===== src/sv/ncr_pkg.sv =====
// Package for the numeric character reference decoder.
// Holds the result codes, the token form type, character constants and the result packet.
// No dependencies.
package ncr_pkg;

    // Result status codes.
    localparam logic [1:0] ST_OK      = 2'd0;
    localparam logic [1:0] ST_SYNTAX  = 2'd1;
    localparam logic [1:0] ST_NOMATCH = 2'd2;

    // Largest Unicode scalar value.
    localparam logic [20:0] CP_MAX = 21'h10FFFF;

    // Characters with a special meaning in a reference token.
    localparam logic [7:0] CH_SEMI    = 8'h3B;
    localparam logic [7:0] CH_LOWER_X = 8'h78;
    localparam logic [7:0] CH_UPPER_X = 8'h58;

    // Form of the token, learned from its first two bytes.
    typedef enum logic [1:0] {
        FORM_UNKNOWN = 2'd0,
        FORM_HEX     = 2'd1,
        FORM_DEC     = 2'd2,
        FORM_OTHER   = 2'd3
    } form_t;

    // All results caused by one input beat: up to four bytes that share
    // status and consumed count.
    typedef struct packed {
        logic [3:0][7:0] data;
        logic [2:0]      count;
        logic [1:0]      status;
        logic [5:0]      consumed;
    } ncr_pkt_t;

endpackage


===== src/sv/ncr_accum.sv =====
// Token state and decode logic of the numeric character reference decoder.
// Updates the token count, form and code point accumulator for each input beat
// and builds the result packet. Depends on ncr_pkg.
module ncr_accum #(
    parameter int MAX_TOKEN_LEN = 32
) (
    input  logic            clk,
    input  logic            rst_n,
    input  logic            accept,
    input  logic [7:0]      in_byte,
    input  logic            end_of_data,
    output ncr_pkg::ncr_pkt_t pkt
);
    import ncr_pkg::*;

    logic [5:0]  count_reg, count_next;
    form_t       form_reg, form_next;
    logic [20:0] cp_reg, cp_next;
    logic        ovf_reg, ovf_next;
    logic        done_reg, done_next;

    logic        is_dec;
    logic        is_lower;
    logic        is_upper;
    logic        is_alnum;
    logic        hex_ok;
    logic [3:0]  hex_val;
    logic        do_add;
    logic        base16;
    logic [3:0]  digit;
    logic [24:0] mac_sum;
    logic [20:0] cp_fin;
    logic [5:0]  cons;
    logic [1:0]  fin_status;

    // Character classes of the incoming byte.
    always_comb
    begin
        is_dec   = (in_byte >= 8'h30) && (in_byte <= 8'h39);
        is_lower = (in_byte >= 8'h61) && (in_byte <= 8'h7A);
        is_upper = (in_byte >= 8'h41) && (in_byte <= 8'h5A);
        is_alnum = is_dec || is_lower || is_upper;
        hex_ok   = 1'b1;
        hex_val  = in_byte[3:0];
        if (is_dec) begin
            hex_val = in_byte[3:0];
        end else if (((in_byte >= 8'h61) && (in_byte <= 8'h66)) ||
                     ((in_byte >= 8'h41) && (in_byte <= 8'h46))) begin
            hex_val = in_byte[3:0] + 4'd9;
        end else begin
            hex_ok = 1'b0;
        end
    end

    // One multiply-accumulate step: times 16 or times 10, plus the digit.
    always_comb
    begin
        if (base16) begin
            mac_sum = {cp_reg, 4'b0000} + {21'd0, digit};
        end else begin
            mac_sum = {1'b0, cp_reg, 3'b000} + {3'b000, cp_reg, 1'b0} + {21'd0, digit};
        end
    end

    // Values that a terminating semicolon reports.
    always_comb
    begin
        cp_fin     = ovf_reg ? CP_MAX : cp_reg;
        fin_status = ovf_reg ? ST_NOMATCH : ST_OK;
        cons       = (count_reg == 6'd63) ? 6'd63 : count_reg + 6'd1;
    end

    // Next state and result packet for the current beat.
    always_comb
    begin
        count_next = count_reg;
        form_next  = form_reg;
        cp_next    = cp_reg;
        ovf_next   = ovf_reg;
        done_next  = done_reg;
        do_add     = 1'b0;
        base16     = 1'b0;
        digit      = in_byte[3:0];

        pkt.data     = '0;
        pkt.count    = 3'd0;
        pkt.status   = ST_OK;
        pkt.consumed = 6'd0;

        if (in_byte == CH_SEMI) begin
            // End of token: encode the code point or report no match.
            count_next = 6'd0;
            form_next  = FORM_UNKNOWN;
            cp_next    = '0;
            ovf_next   = 1'b0;
            done_next  = 1'b0;
            if ((count_reg < 6'd2) || ((form_reg != FORM_HEX) && (form_reg != FORM_DEC))) begin
                pkt.count  = 3'd1;
                pkt.status = ST_NOMATCH;
            end else begin
                pkt.status   = fin_status;
                pkt.consumed = cons;
                if (cp_fin < 21'h80) begin
                    pkt.data[0] = cp_fin[7:0];
                    pkt.count   = 3'd1;
                end else if (cp_fin < 21'h800) begin
                    pkt.data[0] = {3'b110, cp_fin[10:6]};
                    pkt.data[1] = {2'b10, cp_fin[5:0]};
                    pkt.count   = 3'd2;
                end else if (cp_fin < 21'h10000) begin
                    pkt.data[0] = {4'b1110, cp_fin[15:12]};
                    pkt.data[1] = {2'b10, cp_fin[11:6]};
                    pkt.data[2] = {2'b10, cp_fin[5:0]};
                    pkt.count   = 3'd3;
                end else begin
                    pkt.data[0] = {5'b11110, cp_fin[20:18]};
                    pkt.data[1] = {2'b10, cp_fin[17:12]};
                    pkt.data[2] = {2'b10, cp_fin[11:6]};
                    pkt.data[3] = {2'b10, cp_fin[5:0]};
                    pkt.count   = 3'd4;
                end
            end
        end else if (!is_alnum || end_of_data || (count_reg >= 6'(MAX_TOKEN_LEN))) begin
            // Bad byte, missing semicolon or token too long.
            count_next = 6'd0;
            form_next  = FORM_UNKNOWN;
            cp_next    = '0;
            ovf_next   = 1'b0;
            done_next  = 1'b0;
            pkt.count  = 3'd1;
            pkt.status = ST_SYNTAX;
        end else begin
            count_next = count_reg + 6'd1;
            if (count_reg == 6'd0) begin
                // The first byte sets the form.
                if ((in_byte == CH_LOWER_X) || (in_byte == CH_UPPER_X)) begin
                    form_next = FORM_HEX;
                end else if (is_dec) begin
                    form_next = FORM_DEC;
                    do_add    = 1'b1;
                end else begin
                    form_next = FORM_OTHER;
                end
            end else if (form_reg == FORM_HEX) begin
                base16 = 1'b1;
                digit  = hex_val;
                if ((count_reg == 6'd1) && !hex_ok) begin
                    form_next = FORM_OTHER;
                end else if (!done_reg) begin
                    if (!hex_ok) begin
                        done_next = 1'b1;
                    end else begin
                        do_add = 1'b1;
                    end
                end
            end else if ((form_reg == FORM_DEC) && !done_reg) begin
                if (is_dec) begin
                    do_add = 1'b1;
                end else begin
                    done_next = 1'b1;
                end
            end

            // Accumulate, saturating past the largest code point.
            if (do_add && !ovf_reg) begin
                if (mac_sum > {4'd0, CP_MAX}) begin
                    ovf_next = 1'b1;
                    cp_next  = CP_MAX;
                end else begin
                    cp_next = mac_sum[20:0];
                end
            end
        end
    end

    // Token state registers.
    always_ff @(posedge clk or negedge rst_n)
    begin
        if (!rst_n) begin
            count_reg <= 6'd0;
            form_reg  <= FORM_UNKNOWN;
            cp_reg    <= '0;
            ovf_reg   <= 1'b0;
            done_reg  <= 1'b0;
        end else if (accept) begin
            count_reg <= count_next;
            form_reg  <= form_next;
            cp_reg    <= cp_next;
            ovf_reg   <= ovf_next;
            done_reg  <= done_next;
        end
    end

endmodule


===== src/sv/ncr_emit.sv =====
// Result register and byte serializer of the numeric character reference decoder.
// Holds the packet of one input beat and hands out its bytes one beat at a time.
// Depends on ncr_pkg.
module ncr_emit (
    input  logic              clk,
    input  logic              rst_n,
    input  logic              load,
    input  ncr_pkg::ncr_pkt_t pkt,
    output logic              can_load,
    output logic              out_valid,
    input  logic              out_ready,
    output logic [7:0]        out_byte,
    output logic              last_byte,
    output logic [1:0]        status,
    output logic [5:0]        consumed
);
    import ncr_pkg::*;

    logic [3:0][7:0] data_reg, data_next;
    logic [2:0]      left_reg, left_next;
    logic [1:0]      status_reg, status_next;
    logic [5:0]      cons_reg, cons_next;
    logic            out_fire;

    // The register takes a new packet once it is empty or its final beat leaves now.
    assign out_fire  = out_valid && out_ready;
    assign can_load  = (left_reg == 3'd0) || ((left_reg == 3'd1) && out_ready);
    assign out_valid = (left_reg != 3'd0);
    assign out_byte  = data_reg[0];
    assign last_byte = (left_reg == 3'd1);
    assign status    = status_reg;
    assign consumed  = cons_reg;

    // Load a packet that carries results, otherwise shift out on each output beat.
    always_comb
    begin
        data_next   = data_reg;
        left_next   = left_reg;
        status_next = status_reg;
        cons_next   = cons_reg;
        if (load && (pkt.count != 3'd0)) begin
            data_next   = pkt.data;
            left_next   = pkt.count;
            status_next = pkt.status;
            cons_next   = pkt.consumed;
        end else if (out_fire) begin
            data_next = {8'd0, data_reg[3:1]};
            left_next = left_reg - 3'd1;
        end
    end

    // Control count.
    always_ff @(posedge clk or negedge rst_n)
    begin
        if (!rst_n) begin
            left_reg <= 3'd0;
        end else begin
            left_reg <= left_next;
        end
    end

    // Payload registers.
    always_ff @(posedge clk)
    begin
        data_reg   <= data_next;
        status_reg <= status_next;
        cons_reg   <= cons_next;
    end

endmodule


===== src/sv/numeric_char_reference_to_utf8.sv =====
// Numeric character reference decoder, top level: takes the bytes after an ampersand
// and returns the UTF-8 bytes of the referenced character. Depends on ncr_pkg,
// ncr_accum and ncr_emit.
//
// One input beat can be taken in every cycle in which in_ready is high. A beat that ends
// a token loads one to four result beats into the result register, and they leave one per
// cycle while out_ready is high, starting in the cycle after that beat is taken. While
// more than the final byte of that packet is still waiting, in_ready is low for every
// input beat, including bytes inside a token that produce no result. A reference that
// decodes to more than one byte therefore holds the input after its semicolon until its
// final byte is leaving, and output back-pressure makes that hold longer. The token state is
// updated by one multiply-accumulate step per beat, and the UTF-8 encoding is done
// from the stored code point when the semicolon arrives.
module numeric_char_reference_to_utf8 #(
    parameter int MAX_TOKEN_LEN = 32
) (
    input  logic       clk,
    input  logic       rst_n,
    input  logic       in_valid,
    output logic       in_ready,
    input  logic [7:0] in_byte,
    input  logic       end_of_data,
    output logic       out_valid,
    input  logic       out_ready,
    output logic [7:0] out_byte,
    output logic       last_byte,
    output logic [1:0] status,
    output logic [5:0] consumed
);
    import ncr_pkg::*;

    ncr_pkt_t pkt;
    logic     accept;

    // An input beat is accepted whenever the result register can take its packet.
    assign accept = in_valid && in_ready;

    ncr_accum #(
        .MAX_TOKEN_LEN(MAX_TOKEN_LEN)
    ) u_accum (
        .clk         (clk),
        .rst_n       (rst_n),
        .accept      (accept),
        .in_byte     (in_byte),
        .end_of_data (end_of_data),
        .pkt         (pkt)
    );

    ncr_emit u_emit (
        .clk       (clk),
        .rst_n     (rst_n),
        .load      (accept),
        .pkt       (pkt),
        .can_load  (in_ready),
        .out_valid (out_valid),
        .out_ready (out_ready),
        .out_byte  (out_byte),
        .last_byte (last_byte),
        .status    (status),
        .consumed  (consumed)
    );

endmodule

===== config.mk =====
export PLATFORM = sky130hd
export DESIGN_NAME = numeric_char_reference_to_utf8
export DESIGN_NICKNAME = d
export VERILOG_FILES = /design/src/sv/ncr_pkg.sv /design/src/sv/ncr_accum.sv /design/src/sv/ncr_emit.sv /design/src/sv/numeric_char_reference_to_utf8.sv
export SDC_FILE = /design/constraint.sdc
export NUM_CORES = 1
export LEC_CHECK = 0
export ABC_CLOCK_PERIOD_IN_PS = 12400
export BUFFER_PORTS_ARGS = -buffer_cell sky130_fd_sc_hd__buf_2
export CAP_MARGIN = 40
export CORE_MARGIN = 1.5
export CORE_UTILIZATION = 39
export CTS_CLUSTER_SIZE = 12
export DETAILED_ROUTE_END_ITERATION = 7
export GPL_ROUTABILITY_DRIVEN = 0
export SYNTH_ARGS = -nofsm -noshare
export SYNTH_HDL_FRONTEND = slang
export SYNTH_SLANG_ARGS = --single-unit

===== constraint.sdc =====
create_clock -name clk -period 12.4 [get_ports clk]
set_input_delay 0.62 -clock clk [delete_from_list [all_inputs] [get_ports clk]]
set_output_delay 0.62 -clock clk [all_outputs]
set_load 0.02 [all_outputs]

Word-level counts from Yosys, hierarchy flattened
Cells that the tools add are included.
W data, S select, Z words.
- output and inout bits: 19
- input port bits: 13
- bits in registers: 74
- word-level logic and storage cells: 153
- multiplexer cells: 67
- bitwise operators: 1
- magnitude comparators: 14
- reductions and logical operators: 40
- $add $sub $neg: 6
- eq/ne operators: 13
- operators with widths (kind ; number):
    $mux W32 ; 4
    $mux W21 ; 5
    $add A25 B4 Y25 ; 2
    $mux W25 ; 2
    $le A8 B7 Y1 const B ; 4
    $mux W1 ; 30
    $add A24 B22 Y25 ; 1
    $gt A25 B21 Y1 const B ; 1
    $mux W24 ; 1
    $mux W4 ; 6
    $lt A21 B12 Y1 const B ; 1
    $lt A21 B17 Y1 const B ; 1
    $lt A21 B8 Y1 const B ; 1
    $mux W19 ; 1
    $mux W6 ; 3
    $eq A8 B7 Y1 const B ; 2
    $ge A8 B7 Y1 const B ; 2
    $mux W16 ; 1
    $mux W2 ; 7
    $logic_and A1 B1 Y1 ; 13
    $reduce_bool A3 Y1 ; 4
    $reduce_bool A4 Y1 ; 3
    $mux W11 ; 1
    $mux W5 ; 2
    other kinds (30) ; 43

Depth between registers and ports, before layout
- depth in word-level cells: 16
- gate-level depth with buffers: 21
- mapped depth without buffers: 20

By module
From an unflattened synthesis, not the netlist that was laid out.
- cells, all modules: 715
- area total of the unflattened synthesis: 6068.3 um^2
- by module, submodules not included (module ; sequential area each (um^2) ; instances ; area an instance (um^2) ; cells an instance):
    ncr_accum ; 775.7 ; 1 ; 4200.3 ; 552
    ncr_emit ; 1276.2 ; 1 ; 1861.8 ; 162
    numeric_char_reference_to_utf8 ; 0.0 ; 1 ; 6.3 ; 1

Worst setup path after synthesis
No wires, ideal clock.
- path type: input to register
- start point: in in_byte[1]
- end point: reg u_accum.cp_reg[17]
- required time: 12.278 ns
- cell stages on the path: 20
- path buffers: 1
- path slack: 7.553 ns
- arrival time: 4.725 ns
- setup time: 0.122 ns
- cell sequence: inv_1 ha_1 or4b_1 o21ai_2 nor4_1 nand3_1 nand2b_1 fa_1 inv_1 fa_1 nor2b_1 o211ai_1 a21o_1 a21boi_0 o21ai_0 xor2_1 or3b_2 o211a_1 buf_2 a32o_1
- longest elaborated chain between the ends: 16
- elaborated cells between the ends (all ways): 57
- classes of those cells: 3 x add/sub; 9 x order compare; 3 x eq/ne; 25 x mux; 17 x reduce/logical
- RTL lines (element ; line ; text):
    start: declaration ; numeric_char_reference_to_utf8.sv:21 ; input logic [7:0] in_byte,
    $ge A8 B7 Y1, or another cell as far along ; ncr_accum.sv:40, ncr_accum.sv:47 ;
    $logic_and A1 B1 Y1, on equally long branches ; - ;
    $logic_or A1 B1 Y1, on equally long branches ; ncr_accum.sv:47, ncr_accum.sv:42 ;
    $mux W4 or $logic_or A1 B1 Y1 (tied branches) ; ncr_accum.sv:47, ncr_accum.sv:42 ;
    $mux W4 or $logic_not A1 Y1 (tied branches) ; ncr_accum.sv:45, ncr_accum.sv:123 ;
    $mux W4 or $logic_or A1 B1 Y1 (tied branches) ; ncr_accum.sv:144, ncr_accum.sv:123 ;
    $mux W4 or $logic_or A1 B1 Y1 (tied branches) ; ncr_accum.sv:134, ncr_accum.sv:123 ;
    $mux W4 ; ncr_accum.sv:123 ; end else if (!is_alnum || end_of_data || (count_reg >= 6'(MAX_TOKEN_LEN))) begin
    $mux W4 ; ncr_accum.sv:90 ; if (in_byte == CH_SEMI) begin
    $add A25 B4 Y25, on equally long branches ; ncr_accum.sv:61, ncr_accum.sv:59 ;
    $mux W25 ; ncr_accum.sv:58 ; if (base16) begin
    $gt A25 B21 Y1 ; ncr_accum.sv:166 ; if (mac_sum > {4'd0, CP_MAX}) begin
    $mux W21 ; ncr_accum.sv:166 ;
    $mux W21 ; ncr_accum.sv:165 ; if (do_add && !ovf_reg) begin
    $mux W21 ; ncr_accum.sv:123 ;
    $mux W21 ; ncr_accum.sv:90 ;
    end signal: assignment ; ncr_accum.sv:188 ; cp_reg <= cp_next;
    end: declaration ; ncr_accum.sv:18 ; logic [20:0] cp_reg, cp_next;
Parallel ways exist; a longest one is shown, timed or not. The select of a mux whose other input is x is not followed.
A chain may end at the register's enable or synchronous reset.

Worst setup path after layout
- start point: in in_byte[0]
- end point: reg u_accum.cp_reg[17]
Same word-level chain as after synthesis.

==> impl_metrics.ini <==
[outcome]
status = finished, final reports clean

[final_layout]
antenna_cells = 0
drive_above_1_share_pct = 10.62
final_area_um2 = 6093
syn_to_final_growth_pct = 11.77
final_nets = 713
fin_util_pct = 44.24

[setup_path]
cp_cell_sequence = buf_2 -> inv_1 -> ha_1 -> or4b_1 -> o21ai_2 -> nor4_1 -> nand3_1 -> mux2_2 -> ha_1 -> ha_1 -> inv_1 -> fa_1 -> nor2b_1 -> o211ai_1 -> a21o_1 -> a21boi_0 -> o21ai_0 -> xor2_1 -> or3b_2 -> o211a_1 -> a32o_1
end_kind = flop
startpoint = in_byte[0]
required_ps = 12620
r2r-start = u_accum.count_reg[5]
critPathLaunchType = input pin
cpPeakStageDelay_ps = 580
critical_path.most_common_cell = ha_1
cp_max_fo = 20
cp_data_arrival_time_ps = 5560
worstSetupPathType = input pin to flop
slowest_stage = nor4_1

[clock_network]
path_clk_slew_ps = 60
clk_latency_ps = 340
cts_sinks = 71
cts_tree = yes
ctsResizeCount = 0
cts-root-buf = clkbuf_16
postCtsSetupRepairBufs = 0
cts_buffer_depth = 2
cts.hold.buffers_added = 0
numCtsBuffers = 9
htreeDepth = 3

[timing]
fin_crit_sh_pct = 43.09
rsz0062_at_grt = no
tightest_slew_ps = 797.5
drv_slew = 0
finalSetupViolations = 0
hold_viol_final = 0
fin_skew_ps = 6.082
relSlewSlack_pct = 46.42
finalSetupTns_ps = 0
max_freq_ghz = 0.1872
period_needed_ps = 5343

[synth]
ys_ff_latch = 71
syn-num-nets = 696
synth_area_leaders = edfxtp_1 20%, dfrtp_1 16%, ha_1 12%
synth_edf_count = 37
syn_inst = 628
yosysWarnings = 0
synth_ff_type = edfxtp_1
yosys.area.top_type = edfxtp_1
syn_avg_cell_area_um2 = 8.681
synth_top_area_share_pct = 20.38
yosysSeqAreaShare_pct = 35.99
ys_types = 63
synth.cell_area_um2 = 5451
postSynth.asyncResetShare_pct = 47.89

[place]
placed_area_um2 = 5756
dp.final_hpwl_um = 9568
io_buffers = 31

[grt]
grt_antenna_before_repair = 0
grt_pass1_vias = 4535
grtUsageTotal_pct = 18.81
grt_max_degree = 43
grt_overflow = 0
grt_pass1_wl_um = 22070

[drt]
vias = 4674
wl_per_cell_um = 15.75
wl_um = 13070
first_pass_iters = 7
drc = 0
drt_iter0_drc = 438
avgViaCountPerCell = 5.631
ant_nets = 0

[power]
power.leakage_uw = 0.002686
peakVddDrop_uv = 64.40
pwr-share-comb_pct = 24.5
power_uw = 827.4
pwr-share-seq_pct = 40.1
clkPwrFrac_pct = 35.3
swShare_pct = 29.60
powerDensity_nw_per_um2 = 135.8
power.switching_uw = 244.9
p_int_uw = 582.5

[die]
row_count = 43
die_w_um = 121.2
io_pins = 32
coreArea_um2 = 13770
chipHeight_um = 121.2
die_area_um2 = 14700
start_util_pct = 39.58

[run]
maxCapViolCount = 0

[worst_hold_path]
hold_class = input pin to asynchronous set/reset pin
[metrics by stage]
stage               setup slack (ps)  std cells  hold slack (ps)
detailed placement              6751        814            492.2
floorplan                       7553        628            324.4
finish                          7057        830            347.9
global route                    6597        830            421.8
global placement                6888        811            489.8
CTS                             7084        830            372.5
[synthesized netlist by cell type (3+ instances only)]
library cell and number:
clkbuf_1 18, a21oi_1 47, buf_2 4, o22ai_1 4, mux2i_1 6, o21a_1 4, o211ai_1 7, a21boi_0 3
o21ai_0 69, edfxtp_1 37, nor4_1 10, or2_2 3, ha_1 53, o31ai_1 4, and4_1 3, a32o_1 5
xor2_1 8, nor3_1 5, buf_4 9, mux2_2 4, nor2b_1 5, o31a_1 3, a31oi_1 3, inv_1 20
a21o_1 7, o21bai_1 4, nand2_1 90, nand3_1 7, xnor2_1 12, and2_1 4, and3_1 4, nor2_1 65
a211oi_1 7, nand2b_1 7, a22o_1 5, a22oi_1 15, dfrtp_1 34
[final cells by class]
class                   count  area, um2
multi-input cells         505       3262
well taps                 180      225.2
clock buffers              10      229.0
flip-flops and latches     71       1962
clock inverters             6      108.9
fillers                  1368       7680
inverters                  21      78.83
repair buffers             37      227.7
[critical path: cells and delay by family]
| kind | cells | cell delay [ps] |
|---|---|---|
| and+or+nand+nor | 5 | 1630 |
| xor gates and xnor gates | 1 | 170 |
| AOI/OAI and AO/OA | 7 | 1630 |
| adders and majority gates | 4 | 930 |
| buffers and inverters | 3 | 270 |
| muxes | 1 | 290 |
[cells by family after synthesis]
kind of cell / count (synthesis) / share of synthesized area [%]
DFF: 71 / 35.99
and+or+nand+nor: 221 / 18.93
xor gates and xnor gates: 20 / 3.213
AOI/OAI and AO/OA: 199 / 22.75
muxes: 10 / 1.928
adders and majority gates: 55 / 12.90
buffers and inverters: 52 / 4.292
[layer usage]
layer / global-route usage [%] / part of all wire (%) / routed length [um] / vias to the layer above
met5: 0 / 0 / 0 / -
met4: 6.029 / 1.1 / 140 / 0
met3: 3.055 / 3.4 / 448 / 14
met2: 29.62 / 45 / 5948 / 106
met1: 26.42 / 50 / 6536 / 2229
li1: - / - / - / 2325
[power by group through the flow]
stage,clock network [uW],logic (uW),registers [uW]
3_5_place_dp,0,202,337
5_1_grt,308,228,339
3_3_place_gp,0,190,337
4_1_cts,298,204,333
6_report,292,203,332
2_1_floorplan,0,155,335
[cell usage in the layout (no fill, tap or decap), drive strengths merged, types with 7 or more instances in the layout]
cell    instances
a21oi          48
clkbuf         10
nand2          91
nand3           7
a211oi          7
a21o            7
dfrtp          34
nor4           10
xnor2          12
nand2b          7
a22oi          15
o211ai          7
o21ai          70
inv            21
xor2            8
edfxtp         37
buf            37
ha             53
nor2           65
[worst paths after layout]
check | end | slack (ps) | cells after the start
setup / recovery | u_accum.cp_reg[17] | 7060 | 21
hold / removal | u_accum.form_reg[0] | 350 | 1
setup reg to reg | u_accum.cp_reg[17] | 7060 | 18
hold reg to reg | u_accum.form_reg[1] | 510 | 2
max in group asynchronous | u_accum.cp_reg[19] | 11550 | 1
min in group clk | u_accum.form_reg[1] | 510 | 2
Note: power is estimated with default switching activity, not from simulation.
